**src/sv/slpl_pkg.sv**
```systemverilog
package slpl_pkg;

  localparam int SAMPLE_W = 24;
  localparam int THR_W    = 23;
  localparam int COEF_W   = 24;
  localparam int HOLD_W   = 11;
  localparam int ENV_W    = 32;
  localparam int QUO_W    = 16;
  localparam int GAIN_W   = 17;
  localparam int PROD_W   = ENV_W + COEF_W;
  localparam int APB_AW   = 4;
  localparam int APB_DW   = 32;

  localparam logic [THR_W-1:0]  THR_MIN  = 23'd105;
  localparam logic [THR_W-1:0]  THR_RST  = 23'd1048576;
  localparam logic [COEF_W-1:0] ATK_RST  = 24'd16602910;
  localparam logic [COEF_W-1:0] REL_RST  = 24'd16759703;
  localparam logic [HOLD_W-1:0] HOLD_RST = 11'd441;
  localparam logic [GAIN_W-1:0] GAIN_ONE = 17'd65536;
  localparam logic [THR_W-1:0]  MAG_MAX  = 23'h7FFFFF;

  typedef enum logic [1:0] {
    REG_THRESHOLD = 2'd0,
    REG_ATTACK    = 2'd1,
    REG_RELEASE   = 2'd2,
    REG_HOLD      = 2'd3
  } reg_idx_t;

  typedef struct packed {
    logic signed [SAMPLE_W-1:0] left_in;
    logic signed [SAMPLE_W-1:0] right_in;
  } in_t;

  typedef struct packed {
    logic signed [SAMPLE_W-1:0] left_out;
    logic signed [SAMPLE_W-1:0] right_out;
  } out_t;

  typedef struct packed {
    logic [THR_W-1:0]           link;
    logic signed [SAMPLE_W-1:0] left;
    logic signed [SAMPLE_W-1:0] right;
  } item_t;

  typedef struct packed {
    logic [THR_W-1:0]  thr;
    logic [COEF_W-1:0] atk;
    logic [COEF_W-1:0] rel;
    logic [HOLD_W-1:0] hold;
  } cfg_t;

  typedef enum logic [3:0] {
    B_IDLE,
    B_PEAK,
    B_ENV_MUL,
    B_ENV_UPD,
    B_MOD,
    B_DIV,
    B_MEM,
    B_MUL,
    B_OUT
  } back_state_t;

  function automatic logic [THR_W-1:0] magnitude(input logic signed [SAMPLE_W-1:0] s);
    logic [SAMPLE_W-1:0] m;
    m = s[SAMPLE_W-1] ? (~s + 1'b1) : s;
    return m[SAMPLE_W-1] ? MAG_MAX : m[THR_W-1:0];
  endfunction

  function automatic logic [SAMPLE_W-1:0] apply_gain(input logic [SAMPLE_W-1:0] s,
                                                      input logic [GAIN_W-1:0] gain);
    logic [SAMPLE_W-1:0]        m;
    logic [SAMPLE_W+GAIN_W-1:0] p;
    logic [SAMPLE_W-1:0]        r;
    m = s[SAMPLE_W-1] ? (~s + 1'b1) : s;
    p = (SAMPLE_W+GAIN_W)'(m) * (SAMPLE_W+GAIN_W)'(gain);
    r = p[SAMPLE_W+QUO_W-1:QUO_W];
    return s[SAMPLE_W-1] ? (~r + 1'b1) : r;
  endfunction

endpackage

```
**src/sv/slpl_front.sv**
```systemverilog
module slpl_front (
  input  slpl_pkg::in_t          in_data,
  input  logic                   in_valid,
  output logic                   in_ready,
  input  logic [slpl_pkg::THR_W-1:0] thr,
  input  logic                   q_full,
  output logic                   q_push,
  output slpl_pkg::item_t        q_item
);

  logic [slpl_pkg::THR_W-1:0] mag_l;
  logic [slpl_pkg::THR_W-1:0] mag_r;
  logic [slpl_pkg::THR_W-1:0] mag_max;

  always_comb begin
    mag_l   = slpl_pkg::magnitude(in_data.left_in);
    mag_r   = slpl_pkg::magnitude(in_data.right_in);
    mag_max = (mag_r > mag_l) ? mag_r : mag_l;
    q_item.link  = (mag_max < thr) ? thr : mag_max;
    q_item.left  = in_data.left_in;
    q_item.right = in_data.right_in;
  end

  assign in_ready = !q_full;
  assign q_push   = in_valid && !q_full;

endmodule

```
**config.mk**
```make
export PLATFORM = sky130hd
export DESIGN_NAME = slpl_front
export DESIGN_NICKNAME = d
export VERILOG_FILES = /design/src/sv/slpl_pkg.sv /design/src/sv/slpl_front.sv
export SDC_FILE = /design/constraint.sdc
export NUM_CORES = 1
export LEC_CHECK = 0
export ABC_AREA = 0
export BUFFER_PORTS_ARGS = -buffer_cell sky130_fd_sc_hd__clkbuf_2
export CORE_MARGIN = 3
export CORE_UTILIZATION = 46
export DETAILED_ROUTE_END_ITERATION = 16
export PLACE_DENSITY = 0.81
export REMOVE_ABC_BUFFERS = 1
export SLEW_MARGIN = 40
export SYNTH_ARGS = -nofsm -noshare
export SYNTH_HDL_FRONTEND = slang
export SYNTH_SLANG_ARGS = --single-unit
```
**constraint.sdc**
```tcl
create_clock -name vclk -period 5.6
set_input_delay 0 -clock vclk [all_inputs]
set_output_delay 0 -clock vclk [all_outputs]
set_load 0.02 [all_outputs]
```
==> metrics.cfg <==
[final_layout]
nClkBuffers = 0
fin_area_um2 = 5040
fillers = 539
final_cells = 735
layout.nets = 761
register_area_um2 = 0
final_util_pct = 72.1
antenna_cells = 0
design.seq.count = 0
multi_input_comb_area_um2 = 3090
syn2layout_area_growth_pct = 48.0
drive_above_1_share_pct = 50.2

[sta]
hold_violations = 0
rsz0062_at_grt = yes
hold_slack_ps = 251
slew_violations = 0
finalSetupViolCount = 22
period_minus_slack_ps = 5980
setup_tns_ps = -7160
setup_ws_ps = -377
max_slew_margin_pct = 64.7
worst_slew_pin_slew_ps = 525
fin_crit_sh_pct = 107
max_freq_mhz = 167

[yosys]
synthCells = 462
synthSimpleGateAreaFrac_pct = 23.7
synth_compound_area_share_pct = 20.3
yosys_warnings = 0
ys_types = 63
yosysSeqAreaShare_pct = 0
synthMuxAreaShare_pct = 11.8
synth_top_area_cell = ha_1
syn-cell-area_um2 = 3400
synthTopCellsByArea = ha_1 (17%), buf_4 (11%), mux2_4 (9.3%)
syn-mean-instance-area_um2 = 7.36
synthXorXnorAreaFrac_pct = 9.01
synth_top_family_by_area = simple AND/OR/NAND/NOR gates
yosys.area.top_type_share_pct = 17.3
ys_top_cells_by_count = buf_4 (49), ha_1 (47), nand2_1 (45), nor2_1 (34), inv_1 (31)
synth_fa_ha_area_share_pct = 17.3
yosysMostFrequentCell = buf_4

[critical_path]
startpoint_type = primary input
slowest_delay_ps = 530
worst_setup_path_end_kind = primary output
crit_top_cell = buf_4
cpMaxStageDelayCell = or4_4
critPathArrivalTime_ps = 5980
path_buf_inv = 8
criticalPathCategory = in2out
cp_max_fo = 8
crit_path_start = in_data[15]
crit_family = simple AND/OR/NAND/NOR gates
critical_path_required_ps = 5600

[run]
max-cap-violations = 0

[drt]
drc = 0
top_layer = met4
first_pass_iters = 5
routed_wl_um = 12200
vias = 4216
routed-wl-met2_um = 6270
met3_length_um = 811
via_per_inst = 5.74
drt_iter0_markers = 244
wl_met1_um = 4790
ant_nets = 0
wl_per_cell_um = 16.6

[grt]
antenna_found_initial = 0
grt_use_total_pct = 25.4
grt_max_degree = 26
grt_pass1_vias = 4038
grt_overflow = 0
grt_pass1_wl_um = 18200

[floorplan]
die-area_um2 = 8460
rows = 30
core-area_um2 = 6980
die_h_um = 92
die_w_um = 92
initial_core_util_pct = 48.7
pin_count = 146

[power_and_ir_drop]
worst_ir_drop_vdd_mv = 0.0707
power_density_nw_per_um2 = 181
p_leak_nw = 2.58

[min_path]
worstHoldEndpoint = q_item[37]
hold_start = in_data[37]
hold_depth = 2
hold_path.class = in2out

[cts]
hold_buffers = 0

[placement]
numPlacedInstances = 710
hpwlAfterDp_um = 9160
gp_congestion = 0.931
placed_cell_area_um2 = 4350
io_buffers = 146

[outcome]
violations = negative setup slack
status = finished, violations left

## metrics by stage
stage | total power [W] | setup WS (ps)
detailed placement | 0.000712 | -551
global placement | 0.000694 | -360
CTS | 0.000792 | -191
finish | 0.000911 | -377
floorplan | 0.000409 | -1440
global route | 0.000973 | -492
## routing by layer
layer | vias to the layer above | GRT usage, %
met5 | - | 0
met4 | 0 | 6.81
met3 | 34 | 2.13
met2 | 208 | 47.4
met1 | 1975 | 31.0
li1 | 1999 | -
## cells by family after synthesis
family | Yosys count
AOI/OAI and AO/OA | 97
adders and majority gates | 47
and+or+nand+nor | 154
muxes | 29
xor gates and xnor gates | 35
buffers and inverters | 100
## placed cells by master (no fill, tap or decap), types with 3 or more instances in the layout
cell,netlist,routed
or4_4,4,4
a21oi_1,14,13
o31a_1,3,3
o31ai_1,14,11
nand4_1,6,6
or3_1,5,3
ha_1,47,44
or3_4,1,3
o31ai_2,0,3
nand3b_1,4,4
a31oi_1,17,11
nor4_4,2,3
o21ai_0,16,13
o21ai_1,3,6
nor2b_1,4,4
a31oi_2,1,7
nand2_1,45,43
mux2i_1,4,4
buf_8,0,4
buf_6,2,27
xor2_1,18,18
xnor2_1,17,16
buf_4,49,87
nor2_1,34,33
o21a_1,3,3
nand3_1,6,6
nor3_2,0,6
nand2b_1,4,4
mux2_4,21,24
inv_1,31,31
clkbuf_2,0,122
nor3_1,24,16
## what timing repair did
item | 4_1_cts | 5_1_grt
setup endpoints to repair | 23 | 23
pin swaps | 9 | 10
cloned | 1 | 1
buffers inserted | 17 | 6
resized for setup | 51 | 84
## worst max-delay path by stage
stage / depth (start not counted) / slack [ps] / endpoint
4_1_cts: 24 / -190 / q_item[70]
3_5_place_dp: 24 / -550 / q_item[49]
3_3_place_gp: 24 / -360 / q_item[49]
6_report: 26 / -380 / q_item[49]
5_1_grt: 26 / -490 / q_item[49]
2_1_floorplan: 19 / -1440 / q_item[49]
## cell type report
class	instances	area share [%]
inverters	31	2.31
repair buffers	246	34.0
multi-input cells	362	61.3
well taps	96	2.39
## power breakdown
group | internal, W | switching (W) | total (W)
sequential | 0 | 0 | 0
clock | 0 | 0 | 0
combinational | 0.000462 | 0.000448 | 0.000911
total | 0.000462 | 0.000448 | 0.000911
No activity file was read; power rests on OpenSTA's default activity.
