==> config.mk <==
export PLATFORM = sky130hd
export DESIGN_NAME = slpl_queue
export DESIGN_NICKNAME = d
export VERILOG_FILES = /design/src/sv/slpl_pkg.sv /design/src/sv/slpl_queue.sv
export SDC_FILE = /design/constraint.sdc
export NUM_CORES = 1
export LEC_CHECK = 0
export BUFFER_PORTS_ARGS = -buffer_cell sky130_fd_sc_hd__clkbuf_2
export CAP_MARGIN = 5
export CORE_UTILIZATION = 47
export DETAILED_ROUTE_END_ITERATION = 6
export PLACE_DENSITY = 0.75
export REMOVE_ABC_BUFFERS = 1
export SETUP_SLACK_MARGIN = 0.02
export SLEW_MARGIN = 20
export SYNTH_ARGS = -nofsm -noshare
export SYNTH_HDL_FRONTEND = slang
export SYNTH_SLANG_ARGS = --single-unit
==> constraint.sdc <==
create_clock -name clk -period 3.8 [get_ports clk]
set_clock_uncertainty 0.1 [all_clocks]
set_input_delay 0.19 -clock clk [delete_from_list [all_inputs] [get_ports clk]]
set_output_delay 0.19 -clock clk [all_outputs]
set_load 0.05 [all_outputs]
==> src/sv/slpl_pkg.sv <==
package slpl_pkg;

  localparam int SAMPLE_W = 24;
  localparam int THR_W    = 23;
  localparam int COEF_W   = 24;
  localparam int HOLD_W   = 11;
  localparam int ENV_W    = 32;
  localparam int QUO_W    = 16;
  localparam int GAIN_W   = 17;
  localparam int PROD_W   = ENV_W + COEF_W;
  localparam int APB_AW   = 4;
  localparam int APB_DW   = 32;

  localparam logic [THR_W-1:0]  THR_MIN  = 23'd105;
  localparam logic [THR_W-1:0]  THR_RST  = 23'd1048576;
  localparam logic [COEF_W-1:0] ATK_RST  = 24'd16602910;
  localparam logic [COEF_W-1:0] REL_RST  = 24'd16759703;
  localparam logic [HOLD_W-1:0] HOLD_RST = 11'd441;
  localparam logic [GAIN_W-1:0] GAIN_ONE = 17'd65536;
  localparam logic [THR_W-1:0]  MAG_MAX  = 23'h7FFFFF;

  typedef enum logic [1:0] {
    REG_THRESHOLD = 2'd0,
    REG_ATTACK    = 2'd1,
    REG_RELEASE   = 2'd2,
    REG_HOLD      = 2'd3
  } reg_idx_t;

  typedef struct packed {
    logic signed [SAMPLE_W-1:0] left_in;
    logic signed [SAMPLE_W-1:0] right_in;
  } in_t;

  typedef struct packed {
    logic signed [SAMPLE_W-1:0] left_out;
    logic signed [SAMPLE_W-1:0] right_out;
  } out_t;

  typedef struct packed {
    logic [THR_W-1:0]           link;
    logic signed [SAMPLE_W-1:0] left;
    logic signed [SAMPLE_W-1:0] right;
  } item_t;

  typedef struct packed {
    logic [THR_W-1:0]  thr;
    logic [COEF_W-1:0] atk;
    logic [COEF_W-1:0] rel;
    logic [HOLD_W-1:0] hold;
  } cfg_t;

  typedef enum logic [3:0] {
    B_IDLE,
    B_PEAK,
    B_ENV_MUL,
    B_ENV_UPD,
    B_MOD,
    B_DIV,
    B_MEM,
    B_MUL,
    B_OUT
  } back_state_t;

  function automatic logic [THR_W-1:0] magnitude(input logic signed [SAMPLE_W-1:0] s);
    logic [SAMPLE_W-1:0] m;
    m = s[SAMPLE_W-1] ? (~s + 1'b1) : s;
    return m[SAMPLE_W-1] ? MAG_MAX : m[THR_W-1:0];
  endfunction

  function automatic logic [SAMPLE_W-1:0] apply_gain(input logic [SAMPLE_W-1:0] s,
                                                      input logic [GAIN_W-1:0] gain);
    logic [SAMPLE_W-1:0]        m;
    logic [SAMPLE_W+GAIN_W-1:0] p;
    logic [SAMPLE_W-1:0]        r;
    m = s[SAMPLE_W-1] ? (~s + 1'b1) : s;
    p = (SAMPLE_W+GAIN_W)'(m) * (SAMPLE_W+GAIN_W)'(gain);
    r = p[SAMPLE_W+QUO_W-1:QUO_W];
    return s[SAMPLE_W-1] ? (~r + 1'b1) : r;
  endfunction

endpackage

==> src/sv/slpl_queue.sv <==
module slpl_queue (
  input  logic            clk,
  input  logic            rst_n,
  input  logic            push,
  input  slpl_pkg::item_t push_item,
  output logic            full,
  input  logic            pop,
  output logic            valid,
  output slpl_pkg::item_t pop_item
);

  slpl_pkg::item_t mem_r [2];
  logic            wr_ptr_r;
  logic            wr_ptr_nxt;
  logic            rd_ptr_r;
  logic            rd_ptr_nxt;
  logic [1:0]      cnt_r;
  logic [1:0]      cnt_nxt;

  assign full     = (cnt_r == 2'd2);
  assign valid    = (cnt_r != 2'd0);
  assign pop_item = mem_r[rd_ptr_r];

  always_comb begin
    wr_ptr_nxt = push ? !wr_ptr_r : wr_ptr_r;
    rd_ptr_nxt = pop ? !rd_ptr_r : rd_ptr_r;
    cnt_nxt    = cnt_r + {1'b0, push} - {1'b0, pop};
  end

  always_ff @(posedge clk) begin
    if (!rst_n) begin
      wr_ptr_r <= 1'b0;
      rd_ptr_r <= 1'b0;
      cnt_r    <= 2'd0;
    end else begin
      wr_ptr_r <= wr_ptr_nxt;
      rd_ptr_r <= rd_ptr_nxt;
      cnt_r    <= cnt_nxt;
    end
  end

  always_ff @(posedge clk) begin
    if (push) begin
      mem_r[wr_ptr_r] <= push_item;
    end
  end

endmodule

==> flow_summary.toml <==
[layout]
syn_to_final_growth_pct = 35.9
fin_cells = 629
layout.nets = 551
layout_commonest_cell = "clkbuf_2"
drive_gt1_share_pct = 50.8
diodes = 0
final_cell_mix = "clkbuf_2 (147), edfxtp_1 (142), dlygate4sd3_1 (72)"
design_area_um2 = 7750

[timing]
timing.hold.ws_ps = 58.6
max_freq_mhz = 408
final_hold_viol_count = 0
timing.final.max_slew_violations = 0
rsz0062_at_grt = "false"
period_needed_ps = 2450
finalSetupViolations = 0
worst_pin_slew_ps = 974
slew_headroom_pct = 35.1
fin_setup_tns_ps = 0
period_share_pct = 64.5

[pwr]
p_clk_share_pct = 35.3
p_leak_nw = 3.16
p_switching_mw = 1.06
p_sw_share_pct = 25.9
p_int_mw = 3.04
p_per_area_nw_per_um2 = 529
peakVddDrop_uv = 374
p_comb_share_pct = 17.9
seqPwrFrac_pct = 46.8
power_mw = 4.10

[global_routing]
grt_overflow_total = 0
grt_usage_pct = 17.1
antenna_found_initial = 0
grt_pass1_vias = 3257
grt_pass1_wl_um = 15600
grt_max_degree = 72

[worst_setup_path]
startpoint_type = "register"
timing_worst_setup_path_type = "register to output port"
required_ps = 3510
arrival_ps = 2160
critPathMaxStageDelay_ps = 780
crit_fanout = 37
end_kind = "output port"
cpMaxStageDelayCell = "dfxtp_4"
timing.critical_path.cells = "buf_12 -> mux2_2 -> clkbuf_2"
crit_buf_inv = 2
crit_family = "flip-flops"

[clock_network]
cts_root_buf = "clkbuf_16"
cts_tree = "built"
cts_setup_buffers = 0
clk_path_buf_depth = 2
htree_levels = 4
cts_sinks = 147
ctsResizeCount = 0
numCtsBuffers = 17
hold_buffers = 72
clk_latency_ps = 410
path_clk_slew_ps = 50

[synth]
ys_ff_latch = 147
synthCells = 242
synthesis.area_um2 = 5710
syn_avg_cell_area_um2 = 23.6
yosys_warnings = 0
yosysSeqAreaShare_pct = 76.5
ys_types = 14

[floorplan]
dieHeight_um = 112
num_io_pins = 148
dieArea_um2 = 12600
fp.coreArea_um2 = 11600
die_w_um = 112
start_util_pct = 49.1
rows = 39

[drt]
firstDrtPassIters = 7
viasPerCell = 4.74
vias = 2984
wl_per_cell_um = 16.0
wirelength_um = 10100
drt_iter0_markers = 129
ant_nets = 0
drt_drc_violations_left = 8

[outcome]
status = "finished with violations"
failed_checks = "DRC"

[place]
place_congestion = 0.695
dpl-instance-area_um2 = 6520
dp.final_hpwl_um = 5930
placed_cells = 526
port_buffers = 147

[hold_path]
hp-class = "input port to register"

[job]
maxCapViolations = 0
## synthesized netlist by cell type
cell | count | share of area [%]
mux2_2 | 1 | 0.20
xnor3_1 | 1 | 0.39
or2_2 | 1 | 0.11
mux2_4 | 70 | 18
dfxtp_1 | 5 | 1.8
and2_1 | 4 | 0.44
inv_1 | 2 | 0.13
o21a_1 | 1 | 0.13
ha_1 | 2 | 0.44
edfxtp_1 | 142 | 75
xor2_1 | 1 | 0.15
buf_6 | 1 | 0.20
buf_12 | 7 | 2.5
nor2b_1 | 4 | 0.44
## per-layer routing
metal	part of all wire, %	track usage (%)	routed length (µm)
met2	53	30.8	5360
met3	6.3	5.89	637
met5	0	0	0
met1	38	17.5	3880
met4	2.0	8.62	205
## power by group through the flow
stage	registers [mW]	clock network, mW	logic, mW
global route	1.93	1.53	0.766
detailed placement	1.95	0	0.675
finish	1.92	1.45	0.732
CTS	1.92	1.47	0.736
global placement	1.95	0	0.668
floorplan	1.96	0	0.526
## flip-flops by register name (all words and copies together) (netlist names), named ones only
signal    count
cnt_r         2
mem_r       142
rd_ptr_r      1
wr_ptr_r      1
## cell type report
class	count	area, µm²
Inverter	2	7.51
Clock buffer	23	448
Fill cell	779	3860
Timing Repair Buffer	221	1500
Tap cell	143	179
Multi-Input combinational cell	85	1190
Clock inverter	8	62.6
Sequential cell	147	4370
## through the flow
stage	setup WS (ps)	utilization (%)
2_1_floorplan	-288	-
3_3_place_gp	1720	56.2
3_5_place_dp	1730	56.2
4_1_cts	1280	66.8
5_1_grt	1230	66.8
6_report	1350	66.8
## cells by family after synthesis
group	Yosys count	synth area share, %
flops	147	76.5
mux	71	18.6
buf+inv	10	2.79
simple gates	9	0.987
xor+xnor	2	0.548
fa+ha+maj	2	0.439
compound gates	1	0.132
## path summary, 6_finish.rpt
kind | endpoint | slack (ps) | cells past startpoint | startpoint
setup / recovery | pop_item[70] | 1350 | 3 | register
hold / removal | register | 60 | 3 | pop
setup reg to reg | mem_r[1][39]$_DFFE_PP_ | 2070 | 1 | wr_ptr_r$_SDFFE_PN0P_
hold reg to reg | register | 480 | 2 | rd_ptr_r$_SDFFE_PN0P_
(Power assumes the default switching activity.)
